<file path="config.mk">
export PLATFORM = sky130hd
export DESIGN_NAME = sql_statement_token_parser_unit
export DESIGN_NICKNAME = d
export VERILOG_FILES = /design/src/design/stp_pkg.sv /design/src/design/sql_statement_token_parser_unit.sv /design/src/design/stp_front.sv /design/src/design/stp_queue.sv /design/src/design/stp_back.sv
export SDC_FILE = /design/constraint.sdc
export NUM_CORES = 1
export LEC_CHECK = 0
export BUFFER_PORTS_ARGS = -buffer_cell sky130_fd_sc_hd__buf_2
export CELL_PAD_IN_SITES_DETAIL_PLACEMENT = 0
export CELL_PAD_IN_SITES_GLOBAL_PLACEMENT = 1
export CORE_MARGIN = 3
export CORE_UTILIZATION = 45
export DETAILED_ROUTE_END_ITERATION = 10
export HOLD_SLACK_MARGIN = 0.08
export PLACE_DENSITY = 0.79
export SLEW_MARGIN = 20
export SYNTH_ARGS = -nofsm -noshare
export SYNTH_HDL_FRONTEND = slang
export SYNTH_SLANG_ARGS = --single-unit
export TNS_END_PERCENT = 50
</file>
<file path="constraint.sdc">
create_clock -name i_clk -period 9.55 [get_ports i_clk]
set_input_delay 0 -clock i_clk [delete_from_list [all_inputs] [get_ports i_clk]]
set_output_delay 0 -clock i_clk [all_outputs]
set_load 0.01 [all_outputs]
</file>
<file path="src/design/stp_pkg.sv">
// shared types, codes and keyword tables for the sql token parser
package stp_pkg;

    localparam int COLUMN_LIMIT_DEF = 16;
    localparam int NAME_BYTES_DEF   = 32;
    localparam int VALUE_BYTES_DEF  = 64;

    // result queue between parser and output stage
    localparam int Q_DEPTH = 4;
    localparam int Q_AW    = $clog2(Q_DEPTH);

    // token kinds
    localparam logic [3:0] K_KEYWORD = 4'd0;
    localparam logic [3:0] K_IDENT   = 4'd1;
    localparam logic [3:0] K_NUMBER  = 4'd2;
    localparam logic [3:0] K_STRING  = 4'd3;
    localparam logic [3:0] K_LPAREN  = 4'd4;
    localparam logic [3:0] K_RPAREN  = 4'd5;
    localparam logic [3:0] K_COMMA   = 4'd6;
    localparam logic [3:0] K_STAR    = 4'd7;
    localparam logic [3:0] K_EQ      = 4'd8;
    localparam logic [3:0] K_LT      = 4'd9;
    localparam logic [3:0] K_GT      = 4'd10;
    localparam logic [3:0] K_EOF     = 4'd11;

    // result item kinds
    localparam logic [2:0] IK_STMT   = 3'd0;
    localparam logic [2:0] IK_TABLE  = 3'd1;
    localparam logic [2:0] IK_COLUMN = 3'd2;
    localparam logic [2:0] IK_VALUE  = 3'd3;
    localparam logic [2:0] IK_WCOL   = 3'd4;
    localparam logic [2:0] IK_OP     = 3'd5;
    localparam logic [2:0] IK_WVAL   = 3'd6;
    localparam logic [2:0] IK_STATUS = 3'd7;

    // status codes
    localparam logic [1:0] S_OK     = 2'd0;
    localparam logic [1:0] S_SYNTAX = 2'd1;
    localparam logic [1:0] S_MANY   = 2'd2;
    localparam logic [1:0] S_UNSUP  = 2'd3;

    localparam logic [7:0] CH_UPPER_A = 8'h41;
    localparam logic [7:0] CH_UPPER_Z = 8'h5a;
    localparam logic [7:0] CASE_OFFSET = 8'h20;

    typedef enum logic [4:0] {
        ST_FIRST, ST_INS_INTO, ST_INS_TABLE, ST_INS_LP, ST_INS_COL, ST_INS_CSEP,
        ST_INS_VKW, ST_INS_VLP, ST_INS_VAL, ST_INS_VSEP, ST_SEL_FIRST, ST_SEL_COL,
        ST_SEL_CSEP, ST_SEL_FROM, ST_SEL_TABLE, ST_SEL_AFTER, ST_SEL_WCOL,
        ST_SEL_OP, ST_SEL_WVAL, ST_DONE
    } t_gstate;

    typedef enum logic [1:0] {R_NONE, R_KW, R_NAME, R_VALUE} t_role;

    typedef enum logic [2:0] {
        KW_INSERT, KW_SELECT, KW_INTO, KW_VALUES, KW_FROM, KW_WHERE
    } t_kw;

    typedef struct packed {
        logic [2:0] item_kind;
        logic [3:0] slot;
        logic [5:0] char_index;
        logic [7:0] payload;
        logic       numeric;
        logic       all_columns;
        logic [4:0] column_total;
        logic       last;
    } t_result;

    // up to two results caused by one input word
    typedef struct packed {
        logic    two;
        t_result r0;
        t_result r1;
    } t_rec;

    typedef struct packed {
        logic valid;
        t_rec rec;
    } t_push;

    typedef struct packed {
        logic valid;
        t_rec rec;
    } t_qhead;

    function automatic logic [5:0] kw_len(input t_kw kw);
        logic [5:0] len;
        unique case (kw)
            KW_INTO, KW_FROM: len = 6'd4;
            KW_WHERE:         len = 6'd5;
            default:          len = 6'd6;
        endcase
        return len;
    endfunction

    function automatic logic [7:0] kw_char(input t_kw kw, input logic [5:0] pos);
        logic [47:0] txt;
        logic [7:0]  ch;
        unique case (kw)
            KW_INSERT: txt = "insert";
            KW_SELECT: txt = "select";
            KW_INTO:   txt = {"into", 16'h0};
            KW_VALUES: txt = "values";
            KW_FROM:   txt = {"from", 16'h0};
            KW_WHERE:  txt = {"where", 8'h0};
            default:   txt = '0;
        endcase
        ch = '0;
        if (pos < 6'd6) begin
            ch = txt[8 * (5 - int'(pos)) +: 8];
        end
        return ch;
    endfunction

    // keyword compare: only 'A'..'Z' fold to lower case
    function automatic logic kw_char_ok(input t_kw kw, input logic [5:0] pos,
                                        input logic [7:0] c);
        logic [7:0] f;
        f = c;
        if (c >= CH_UPPER_A && c <= CH_UPPER_Z) begin
            f = c + CASE_OFFSET;
        end
        return (pos < kw_len(kw)) && (f == kw_char(kw, pos));
    endfunction

endpackage

</file>
<file path="src/design/sql_statement_token_parser_unit.sv">
// top level of the sql statement token parser
// results of an accepted word are registered in the result queue and leave it on the master side
// throughput: one input word per cycle while the queue has room; a word that causes two
//   results sends them as two output words in turn, and the four-record queue absorbs such bursts
// reset: synchronous, active low; clears the grammar state and empties the queue
module sql_statement_token_parser_unit #(
    parameter int COLUMN_LIMIT = stp_pkg::COLUMN_LIMIT_DEF,
    parameter int NAME_BYTES   = stp_pkg::NAME_BYTES_DEF,
    parameter int VALUE_BYTES  = stp_pkg::VALUE_BYTES_DEF
) (
    input  logic        i_clk,
    input  logic        i_rst_n,
    input  logic        s_axis_tvalid,
    output logic        s_axis_tready,
    input  logic [15:0] s_axis_tdata,  // char_byte[7:0], token_end[8], zero[15:9]
    input  logic [4:0]  s_axis_tuser,  // token_kind[3:0], char_present[4]
    input  logic        s_axis_tlast,  // statement_end
    output logic        m_axis_tvalid,
    input  logic        m_axis_tready,
    // slot[3:0], char_index[9:4], payload[17:10], numeric[18], all_columns[19],
    // column_total[24:20], zero[31:25]
    output logic [31:0] m_axis_tdata,
    output logic [2:0]  m_axis_tuser,  // item_kind[2:0]
    output logic        m_axis_tlast   // last
);
    import stp_pkg::*;

    t_push   w_push;
    t_qhead  w_head;
    t_result w_res;
    logic    w_q_ready;
    logic    w_pop;
    logic    w_accept;

    assign s_axis_tready = w_q_ready;
    assign w_accept      = s_axis_tvalid && w_q_ready;

    stp_front #(
        .COLUMN_LIMIT(COLUMN_LIMIT),
        .NAME_BYTES  (NAME_BYTES),
        .VALUE_BYTES (VALUE_BYTES)
    ) u_front (
        .i_clk          (i_clk),
        .i_rst_n        (i_rst_n),
        .i_accept       (w_accept),
        .i_token_kind   (s_axis_tuser[3:0]),
        .i_char_byte    (s_axis_tdata[7:0]),
        .i_char_present (s_axis_tuser[4]),
        .i_token_end    (s_axis_tdata[8]),
        .i_statement_end(s_axis_tlast),
        .o_push         (w_push)
    );

    stp_queue u_queue (
        .i_clk  (i_clk),
        .i_rst_n(i_rst_n),
        .i_push (w_push),
        .o_ready(w_q_ready),
        .o_head (w_head),
        .i_pop  (w_pop)
    );

    stp_back u_back (
        .i_clk   (i_clk),
        .i_rst_n (i_rst_n),
        .i_head  (w_head),
        .o_pop   (w_pop),
        .o_valid (m_axis_tvalid),
        .i_ready (m_axis_tready),
        .o_result(w_res)
    );

    assign m_axis_tdata = {7'd0, w_res.column_total, w_res.all_columns, w_res.numeric,
                           w_res.payload, w_res.char_index, w_res.slot};
    assign m_axis_tuser = w_res.item_kind;
    assign m_axis_tlast = w_res.last;

endmodule

</file>
<file path="src/design/stp_front.sv">
// front part: grammar tracking and classification of each input word
module stp_front #(
    parameter int COLUMN_LIMIT = stp_pkg::COLUMN_LIMIT_DEF,
    parameter int NAME_BYTES   = stp_pkg::NAME_BYTES_DEF,
    parameter int VALUE_BYTES  = stp_pkg::VALUE_BYTES_DEF
) (
    input  logic          i_clk,
    input  logic          i_rst_n,
    input  logic          i_accept,
    input  logic [3:0]    i_token_kind,
    input  logic [7:0]    i_char_byte,
    input  logic          i_char_present,
    input  logic          i_token_end,
    input  logic          i_statement_end,
    output stp_pkg::t_push o_push
);
    import stp_pkg::*;

    localparam int CW = $clog2(COLUMN_LIMIT + 1);
    localparam logic [CW-1:0] COL_LIM  = CW'(COLUMN_LIMIT);
    localparam logic [5:0]    NAME_LIM = 6'(NAME_BYTES - 1);
    localparam logic [5:0]    VAL_LIM  = 6'(VALUE_BYTES - 1);

    t_gstate       r_gs, n_gs;
    logic [1:0]    r_km, n_km;
    logic [5:0]    r_pos, n_pos;
    logic [CW-1:0] r_ccnt, n_ccnt;
    logic [CW-1:0] r_vcnt, n_vcnt;
    logic          r_skind, n_skind;
    logic [1:0]    r_status, n_status;
    logic          r_star, n_star;
    logic          r_in_tok, n_in_tok;
    logic          r_soft, n_soft;
    logic          r_isnum, n_isnum;
    t_role         r_role, n_role;
    t_gstate       r_next, n_next;
    t_kw           r_kw, n_kw;
    logic [2:0]    r_out, n_out;
    logic [3:0]    r_slot, n_slot;

    t_result       v_res [2];
    logic [1:0]    v_n;
    logic          v_fail;
    logic [1:0]    v_code;
    t_kw           v_second;
    logic [5:0]    v_lim;
    logic [1:0]    v_st;

    always_comb begin
        n_gs = r_gs; n_km = r_km; n_pos = r_pos; n_ccnt = r_ccnt; n_vcnt = r_vcnt;
        n_skind = r_skind; n_status = r_status; n_star = r_star; n_in_tok = r_in_tok;
        n_soft = r_soft; n_isnum = r_isnum; n_role = r_role; n_next = r_next;
        n_kw = r_kw; n_out = r_out; n_slot = r_slot;
        v_res[0] = '0;
        v_res[1] = '0;
        v_n = 2'd0;
        v_fail = 1'b0;
        v_code = S_OK;
        v_second = KW_SELECT;
        v_lim = NAME_LIM;
        v_st = S_OK;

        if (i_accept) begin
            // token start
            if (!r_in_tok) begin
                n_pos = '0;
                if (r_gs != ST_DONE) begin
                    n_role = R_NONE; n_next = r_gs; n_soft = 1'b0; n_isnum = 1'b0;
                    unique case (r_gs)
                        ST_FIRST: begin
                            if (i_token_kind == K_EOF) begin
                                v_fail = 1'b1; v_code = S_SYNTAX;
                            end else if (i_token_kind == K_KEYWORD) begin
                                n_role = R_KW; n_kw = KW_INSERT; n_km = 2'b11;
                            end else begin
                                v_fail = 1'b1; v_code = S_UNSUP;
                            end
                        end
                        ST_INS_INTO, ST_INS_VKW, ST_SEL_FROM: begin
                            if (i_token_kind != K_KEYWORD) begin
                                v_fail = 1'b1; v_code = S_SYNTAX;
                            end else begin
                                n_role = R_KW; n_km = 2'b01;
                                unique case (r_gs)
                                    ST_INS_INTO: begin
                                        n_kw = KW_INTO; n_next = ST_INS_TABLE;
                                    end
                                    ST_INS_VKW: begin
                                        n_kw = KW_VALUES; n_next = ST_INS_VLP;
                                    end
                                    default: begin
                                        n_kw = KW_FROM; n_next = ST_SEL_TABLE;
                                    end
                                endcase
                            end
                        end
                        ST_INS_TABLE, ST_SEL_TABLE, ST_SEL_WCOL: begin
                            if (i_token_kind != K_IDENT) begin
                                v_fail = 1'b1; v_code = S_SYNTAX;
                            end else begin
                                n_role = R_NAME; n_slot = '0;
                                unique case (r_gs)
                                    ST_INS_TABLE: begin
                                        n_out = IK_TABLE; n_next = ST_INS_LP;
                                    end
                                    ST_SEL_TABLE: begin
                                        n_out = IK_TABLE; n_next = ST_SEL_AFTER;
                                    end
                                    default: begin
                                        n_out = IK_WCOL; n_next = ST_SEL_OP;
                                    end
                                endcase
                            end
                        end
                        ST_INS_LP, ST_INS_VLP: begin
                            if (i_token_kind != K_LPAREN) begin
                                v_fail = 1'b1; v_code = S_SYNTAX;
                            end else begin
                                n_next = (r_gs == ST_INS_LP) ? ST_INS_COL : ST_INS_VAL;
                            end
                        end
                        ST_INS_COL, ST_SEL_COL, ST_SEL_FIRST: begin
                            if (r_gs == ST_SEL_FIRST && i_token_kind == K_STAR) begin
                                n_star = 1'b1; n_next = ST_SEL_FROM;
                            end else if (i_token_kind != K_IDENT) begin
                                v_fail = 1'b1; v_code = S_SYNTAX;
                            end else if (r_ccnt >= COL_LIM) begin
                                v_fail = 1'b1; v_code = S_MANY;
                            end else begin
                                n_role = R_NAME; n_out = IK_COLUMN; n_slot = 4'(r_ccnt);
                                n_next = (r_gs == ST_INS_COL) ? ST_INS_CSEP : ST_SEL_CSEP;
                                n_ccnt = r_ccnt + CW'(1);
                            end
                        end
                        ST_INS_CSEP: begin
                            if (i_token_kind == K_COMMA) begin
                                n_next = ST_INS_COL;
                            end else if (i_token_kind != K_RPAREN) begin
                                v_fail = 1'b1; v_code = S_SYNTAX;
                            end else begin
                                n_next = ST_INS_VKW;
                            end
                        end
                        ST_INS_VAL: begin
                            if (i_token_kind != K_NUMBER && i_token_kind != K_STRING) begin
                                v_fail = 1'b1; v_code = S_SYNTAX;
                            end else if (r_vcnt >= COL_LIM) begin
                                v_fail = 1'b1; v_code = S_MANY;
                            end else begin
                                n_role = R_VALUE; n_out = IK_VALUE; n_slot = 4'(r_vcnt);
                                n_next = ST_INS_VSEP;
                                n_isnum = (i_token_kind == K_NUMBER);
                                n_vcnt = r_vcnt + CW'(1);
                            end
                        end
                        ST_INS_VSEP: begin
                            if (i_token_kind == K_COMMA) begin
                                n_next = ST_INS_VAL;
                            end else if (i_token_kind != K_RPAREN || r_vcnt != r_ccnt) begin
                                v_fail = 1'b1; v_code = S_SYNTAX;
                            end else begin
                                n_next = ST_DONE;
                            end
                        end
                        ST_SEL_CSEP: begin
                            if (i_token_kind == K_COMMA) begin
                                n_next = ST_SEL_COL;
                            end else if (i_token_kind != K_KEYWORD) begin
                                v_fail = 1'b1; v_code = S_SYNTAX;
                            end else begin
                                n_role = R_KW; n_kw = KW_FROM; n_km = 2'b01;
                                n_next = ST_SEL_TABLE;
                            end
                        end
                        ST_SEL_AFTER: begin
                            // optional where clause, anything else closes the statement
                            if (i_token_kind == K_KEYWORD) begin
                                n_role = R_KW; n_kw = KW_WHERE; n_km = 2'b01;
                                n_next = ST_SEL_WCOL; n_soft = 1'b1;
                            end else begin
                                n_next = ST_DONE;
                            end
                        end
                        ST_SEL_OP: begin
                            if (i_token_kind < K_EQ || i_token_kind > K_GT) begin
                                v_fail = 1'b1; v_code = S_SYNTAX;
                            end else begin
                                v_res[0] = '0;
                                v_res[0].item_kind = IK_OP;
                                v_res[0].payload = 8'(i_token_kind - K_EQ + 4'd1);
                                v_n = 2'd1;
                                n_next = ST_SEL_WVAL;
                            end
                        end
                        ST_SEL_WVAL: begin
                            if (i_token_kind != K_NUMBER && i_token_kind != K_STRING) begin
                                v_fail = 1'b1; v_code = S_SYNTAX;
                            end else begin
                                n_role = R_VALUE; n_out = IK_WVAL; n_slot = '0;
                                n_next = ST_DONE;
                                n_isnum = (i_token_kind == K_NUMBER);
                            end
                        end
                        default: n_next = ST_DONE;
                    endcase
                    if (v_fail) begin
                        n_status = v_code; n_gs = ST_DONE; n_role = R_NONE; n_next = ST_DONE;
                    end
                end else begin
                    n_role = R_NONE;
                end
            end

            // character of the current token
            if (i_char_present && n_gs != ST_DONE) begin
                if (n_role == R_KW) begin
                    v_second = (n_kw == KW_INSERT) ? KW_SELECT : n_kw;
                    if (!kw_char_ok(n_kw, n_pos, i_char_byte)) n_km[0] = 1'b0;
                    if (!kw_char_ok(v_second, n_pos, i_char_byte)) n_km[1] = 1'b0;
                end else if (n_role == R_NAME || n_role == R_VALUE) begin
                    v_lim = (n_role == R_NAME) ? NAME_LIM : VAL_LIM;
                    if (n_pos < v_lim) begin
                        v_res[v_n[0]] = '0;
                        v_res[v_n[0]].item_kind = n_out;
                        v_res[v_n[0]].slot = n_slot;
                        v_res[v_n[0]].char_index = n_pos;
                        v_res[v_n[0]].payload = i_char_byte;
                        v_res[v_n[0]].numeric = n_isnum;
                        v_n = v_n + 2'd1;
                    end
                end
            end
            if (i_char_present && n_pos < 6'd63) n_pos = n_pos + 6'd1;

            // token end
            if (i_token_end || i_statement_end) begin
                n_in_tok = 1'b0;
                if (n_gs != ST_DONE) begin
                    if (n_role == R_KW && n_kw == KW_INSERT) begin
                        if (n_km[0] && n_pos == kw_len(KW_INSERT)) begin
                            n_skind = 1'b0; n_gs = ST_INS_INTO;
                            v_res[v_n[0]] = '0;
                            v_res[v_n[0]].item_kind = IK_STMT;
                            v_n = v_n + 2'd1;
                        end else if (n_km[1] && n_pos == kw_len(KW_SELECT)) begin
                            n_skind = 1'b1; n_gs = ST_SEL_FIRST;
                            v_res[v_n[0]] = '0;
                            v_res[v_n[0]].item_kind = IK_STMT;
                            v_res[v_n[0]].payload = 8'd1;
                            v_n = v_n + 2'd1;
                        end else begin
                            n_status = S_UNSUP; n_gs = ST_DONE;
                            n_role = R_NONE; n_next = ST_DONE;
                        end
                    end else if (n_role == R_KW) begin
                        if (n_km[0] && n_pos == kw_len(n_kw)) begin
                            n_gs = n_next;
                        end else if (n_soft) begin
                            n_gs = ST_DONE;
                        end else begin
                            n_status = S_SYNTAX; n_gs = ST_DONE;
                            n_role = R_NONE; n_next = ST_DONE;
                        end
                    end else begin
                        n_gs = n_next;
                    end
                end
            end else begin
                n_in_tok = 1'b1;
            end

            // statement end: status word, then back to the start
            if (i_statement_end) begin
                v_st = n_status;
                if (n_gs != ST_DONE) v_st = (n_gs == ST_SEL_AFTER) ? S_OK : S_SYNTAX;
                v_res[v_n[0]] = '0;
                v_res[v_n[0]].item_kind = IK_STATUS;
                v_res[v_n[0]].payload = 8'(v_st);
                v_res[v_n[0]].all_columns = n_star;
                v_res[v_n[0]].column_total = (n_ccnt > CW'(31)) ? 5'd31 : 5'(n_ccnt);
                v_res[v_n[0]].last = 1'b1;
                v_n = v_n + 2'd1;
                n_gs = ST_FIRST; n_km = 2'b11; n_pos = '0; n_ccnt = '0; n_vcnt = '0;
                n_skind = 1'b0; n_status = S_OK; n_star = 1'b0; n_in_tok = 1'b0;
                n_soft = 1'b0; n_isnum = 1'b0; n_role = R_NONE; n_next = ST_FIRST;
                n_kw = KW_INSERT; n_out = '0; n_slot = '0;
            end
        end

        o_push.valid   = i_accept && (v_n != 2'd0);
        o_push.rec.two = v_n[1];
        o_push.rec.r0  = v_res[0];
        o_push.rec.r1  = v_res[1];
    end

    always_ff @(posedge i_clk) begin
        if (!i_rst_n) begin
            r_gs <= ST_FIRST; r_km <= 2'b11; r_pos <= '0; r_ccnt <= '0; r_vcnt <= '0;
            r_skind <= 1'b0; r_status <= S_OK; r_star <= 1'b0; r_in_tok <= 1'b0;
            r_soft <= 1'b0; r_isnum <= 1'b0; r_role <= R_NONE; r_next <= ST_FIRST;
            r_kw <= KW_INSERT; r_out <= '0; r_slot <= '0;
        end else begin
            r_gs <= n_gs; r_km <= n_km; r_pos <= n_pos; r_ccnt <= n_ccnt; r_vcnt <= n_vcnt;
            r_skind <= n_skind; r_status <= n_status; r_star <= n_star;
            r_in_tok <= n_in_tok; r_soft <= n_soft; r_isnum <= n_isnum;
            r_role <= n_role; r_next <= n_next; r_kw <= n_kw; r_out <= n_out;
            r_slot <= n_slot;
        end
    end

endmodule

</file>
<file path="src/design/stp_queue.sv">
// short queue of result records between parser and output stage
module stp_queue (
    input  logic            i_clk,
    input  logic            i_rst_n,
    input  stp_pkg::t_push  i_push,
    output logic            o_ready,
    output stp_pkg::t_qhead o_head,
    input  logic            i_pop
);
    import stp_pkg::*;

    t_rec            r_mem [Q_DEPTH];
    logic [Q_AW-1:0] r_wr, n_wr;
    logic [Q_AW-1:0] r_rd, n_rd;
    logic [Q_AW:0]   r_cnt, n_cnt;
    logic            v_pop;

    always_comb begin
        v_pop = i_pop && (r_cnt != '0);
        n_wr  = i_push.valid ? r_wr + Q_AW'(1) : r_wr;
        n_rd  = v_pop ? r_rd + Q_AW'(1) : r_rd;
        n_cnt = r_cnt + (Q_AW + 1)'(i_push.valid) - (Q_AW + 1)'(v_pop);
    end

    assign o_ready      = (r_cnt != (Q_AW + 1)'(Q_DEPTH));
    assign o_head.valid = (r_cnt != '0);
    assign o_head.rec   = r_mem[r_rd];

    always_ff @(posedge i_clk) begin
        if (!i_rst_n) begin
            r_wr  <= '0;
            r_rd  <= '0;
            r_cnt <= '0;
        end else begin
            r_wr  <= n_wr;
            r_rd  <= n_rd;
            r_cnt <= n_cnt;
        end
    end

    always_ff @(posedge i_clk) begin
        if (i_push.valid) begin
            r_mem[r_wr] <= i_push.rec;
        end
    end

endmodule

</file>
<file path="src/design/stp_back.sv">
// back part: sends the one or two results of each record as output words
module stp_back (
    input  logic            i_clk,
    input  logic            i_rst_n,
    input  stp_pkg::t_qhead i_head,
    output logic            o_pop,
    output logic            o_valid,
    input  logic            i_ready,
    output stp_pkg::t_result o_result
);
    import stp_pkg::*;

    logic r_second, n_second;

    always_comb begin
        o_valid  = i_head.valid;
        o_result = r_second ? i_head.rec.r1 : i_head.rec.r0;
        // record leaves the queue once its final result is taken
        o_pop    = i_head.valid && i_ready && (r_second || !i_head.rec.two);
        n_second = r_second;
        if (i_head.valid && i_ready) begin
            n_second = i_head.rec.two && !r_second;
        end
    end

    always_ff @(posedge i_clk) begin
        if (!i_rst_n) begin
            r_second <= 1'b0;
        end else begin
            r_second <= n_second;
        end
    end

endmodule

</file>
==> flow_summary.json <==
{
  "port-buffer-count": 49,
  "first_iter_violations": 972,
  "synth_top_area_cell": "edfxtp_1",
  "async_flop_share_pct": 0,
  "rsz0062_at_grt": "no",
  "wl_per_cell_um": 21.28,
  "setup_viol": 0,
  "clock-root-buffer": "clkbuf_16",
  "end_kind": "register",
  "fp.dieW_um": 191.2,
  "rows": 67,
  "vias": 11335,
  "synth-seq-cells": 292,
  "die_area_um2": 36540,
  "ir_drop_mv": 0.1354,
  "powerDensity_nw_per_um2": 190.2,
  "crit_required_ns": 9.72,
  "fillers": 2967,
  "cp_max_fo": 40,
  "clkPwrFrac_pct": 33.1,
  "r2r_slack_ns": 2.47,
  "firstDrtPassIters": 7,
  "insertion_delay_ns": 0.55,
  "drive_above_1_share_pct": 15.02,
  "ys_types": 96,
  "grt_overflow": 0,
  "ctsLongestPathBuffers": 3,
  "ys.flop_type": "edfxtp_1",
  "clkSlewWorstSetupHoldPaths_ns": 0.07,
  "antennaDiodeCount": 0,
  "grt_pass1_wl_um": 63270,
  "p_leak_nw": 6.185,
  "synth_common_cells": "edfxtp_1 (236), nand2_1 (176), nor2_1 (100), a21oi_1 (62), mux4_2 (59)",
  "skew_ns": 0.01843,
  "initial_core_util_pct": 45.78,
  "htree_levels": 1,
  "power_frac_seq_pct": 44.5,
  "clock_sinks": 292,
  "placed_cells": 1850,
  "drc": 0,
  "area_growth_pct": 12.18,
  "drv_cap": 0,
  "multi_input_area_um2": 6944,
  "swShare_pct": 28.57,
  "grt_pass1_vias": 10912,
  "postRouteAntennaNets": 0,
  "slew_headroom_pct": 34.23,
  "synth_area_leaders": "edfxtp_1 (46%), mux4_2 (8.6%), dfxtp_1 (7.3%)",
  "tritoncts": "done",
  "viasPerCell": 5.925,
  "fin_cells": 1913,
  "tightest_slew_ns": 0.9790,
  "post-route-period-util_pct": 74.15,
  "synth-edff-count": 236,
  "crit_arrival_ns": 7.25,
  "die-height_um": 191.2,
  "synth_warnings": 0,
  "p_comb_share_pct": 22.3,
  "hpwl_um": 27160,
  "status": "finished clean",
  "avgSynthCellArea_um2": 11.44,
  "floorplan.core_area_um2": 33700,
  "finalSetupTns_ns": 0,
  "gp_congestion": 0.9409,
  "critPathLaunchType": "register",
  "track_usage_pct": 22.14,
  "numCtsBuffers": 28,
  "holdCritPathClass": "in2reg",
  "critPathKind": "reg2reg",
  "yosysSeqAreaShare_pct": 53.20,
  "p_sw_mw": 0.9404,
  "maxSlewViolCount": 0,
  "syn_area_um2": 15430,
  "yosysMostFrequentCell": "edfxtp_1",
  "wl_um": 40710,
  "grt_max_degree": 60,
  "syn_inst": 1348,
  "finalHoldViolations": 0,
  "synth_top_area_share_pct": 45.94,
  "regArea_um2": 8213,
  "intPower_mw": 2.351,
  "top_level_ports": 64,
  "nets": 1494,
  "period_needed_ns": 7.081,
  "fmax_ghz": 0.1412,
  "antenna_found_initial": 0
}
-- per-layer routing --
metal / vias to the layer above / share of wire, % / GRT usage (%)
met3: 93 / 5.1 / 1.834
li1: 5264 / - / -
met4: 0 / 3.7 / 7.508
met5: - / 0 / 0
met1: 5599 / 43 / 30.55
met2: 379 / 48 / 37.16
-- cells in the final DEF, fill, tap and decap left out, types with 35 or more instances in the layout --
master	count
edfxtp_1	236
nand2_1	176
nor2_1	100
conb_1	75
a21oi_1	62
mux4_2	59
o21ai_0	54
dfxtp_1	54
buf_2	49
inv_1	35
-- cell families (layout without fill, tap and decap cells) --
| group | Yosys count | in the layout | share of synthesized area (%) |
|---|---|---|---|
| DFF | 292 | 292 | 53.20 |
| adders and majority gates | 25 | 25 | 2.076 |
| muxes | 67 | 67 | 9.140 |
| xor gates and xnor gates | 27 | 27 | 1.533 |
| other | 1 | 75 | 0.02431 |
| buffers and inverters | 130 | 173 | 3.674 |
| AOI/OAI and AO/OA | 314 | 314 | 14.34 |
| and+or+nand+nor | 492 | 492 | 16.01 |
-- registers in the layout, indices dropped and copies added (netlist names), 4 cells and up, named ones only --
signal          count
u_front.r_slot      4
u_front.r_next      5
u_front.r_gs        5
u_front.r_ccnt      5
u_front.r_vcnt      5
u_queue.r_mem     236
u_front.r_pos       6
-- critical path: stages, from the launching register on --
cell	delay [ns]
dfxtp_1	0.49
buf_4	0.36
nor2b_2	0.34
xor2_1	0.13
a211o_1	0.35
a21boi_2	0.72
mux2i_1	0.38
ha_1	0.28
nand2_1	0.06
a31oi_1	0.04
a211o_1	0.33
nor4_1	0.22
o2111ai_1	0.14
o31ai_1	0.64
and2_1	0.27
nor3b_2	0.08
ha_1	0.29
nand4_1	0.09
o211a_1	0.28
and2_2	0.55
buf_4	0.60
-- worst paths after layout --
check / depth (start not counted) / end / startpoint
worst max-delay path: 20 / u_queue.r_mem[1][46] / u_front.r_gs[1]
worst min-delay path: 3 / u_queue.r_mem[1][44] / s_axis_tdata[7]
worst min register to register: 2 / u_front.r_star / u_front.r_star
worst max register to register: 20 / u_queue.r_mem[1][46] / u_front.r_gs[1]
-- what timing repair did --
item | CTS | global route
gates resized for setup | 0 | 0
endpoints found under the hold margin | 53 | 0
hold buffers | 11 | 0
setup buffers | 0 | 0
-- power groups by stage --
stage	Clock [mW]	Combinational (mW)	Sequential (mW)
global route	1.16	0.810	1.47
CTS	1.11	0.745	1.47
finish	1.09	0.736	1.47
global placement	0	0.729	1.49
detailed placement	0	0.737	1.49
floorplan	0	0.522	1.48
-- cell type report --
type	count	area share, %
clock inverter	13	0.8025
sequential	292	47.46
tap	448	3.239
inverter	36	0.7808
clock buffer	39	4.461
timing repair buffer	85	3.138
multi-input combinational	1000	40.12
-- per-stage QoR --
step                util [%]  hold slack (ns)  area (µm²)  worst slack (ns)  total power [mW]
floorplan                  -           0.1640       15710             3.439             2.001
global placement       48.31           0.3308       16280             2.585             2.219
detailed placement     48.31           0.3562       16280             2.480             2.231
CTS                    51.34          0.09027       17300             2.440             3.323
global route           51.36           0.1072       17310             2.007             3.445
finish                 51.36           0.1324       17310             2.469             3.292
Note: power is estimated with default switching activity, not from simulation.
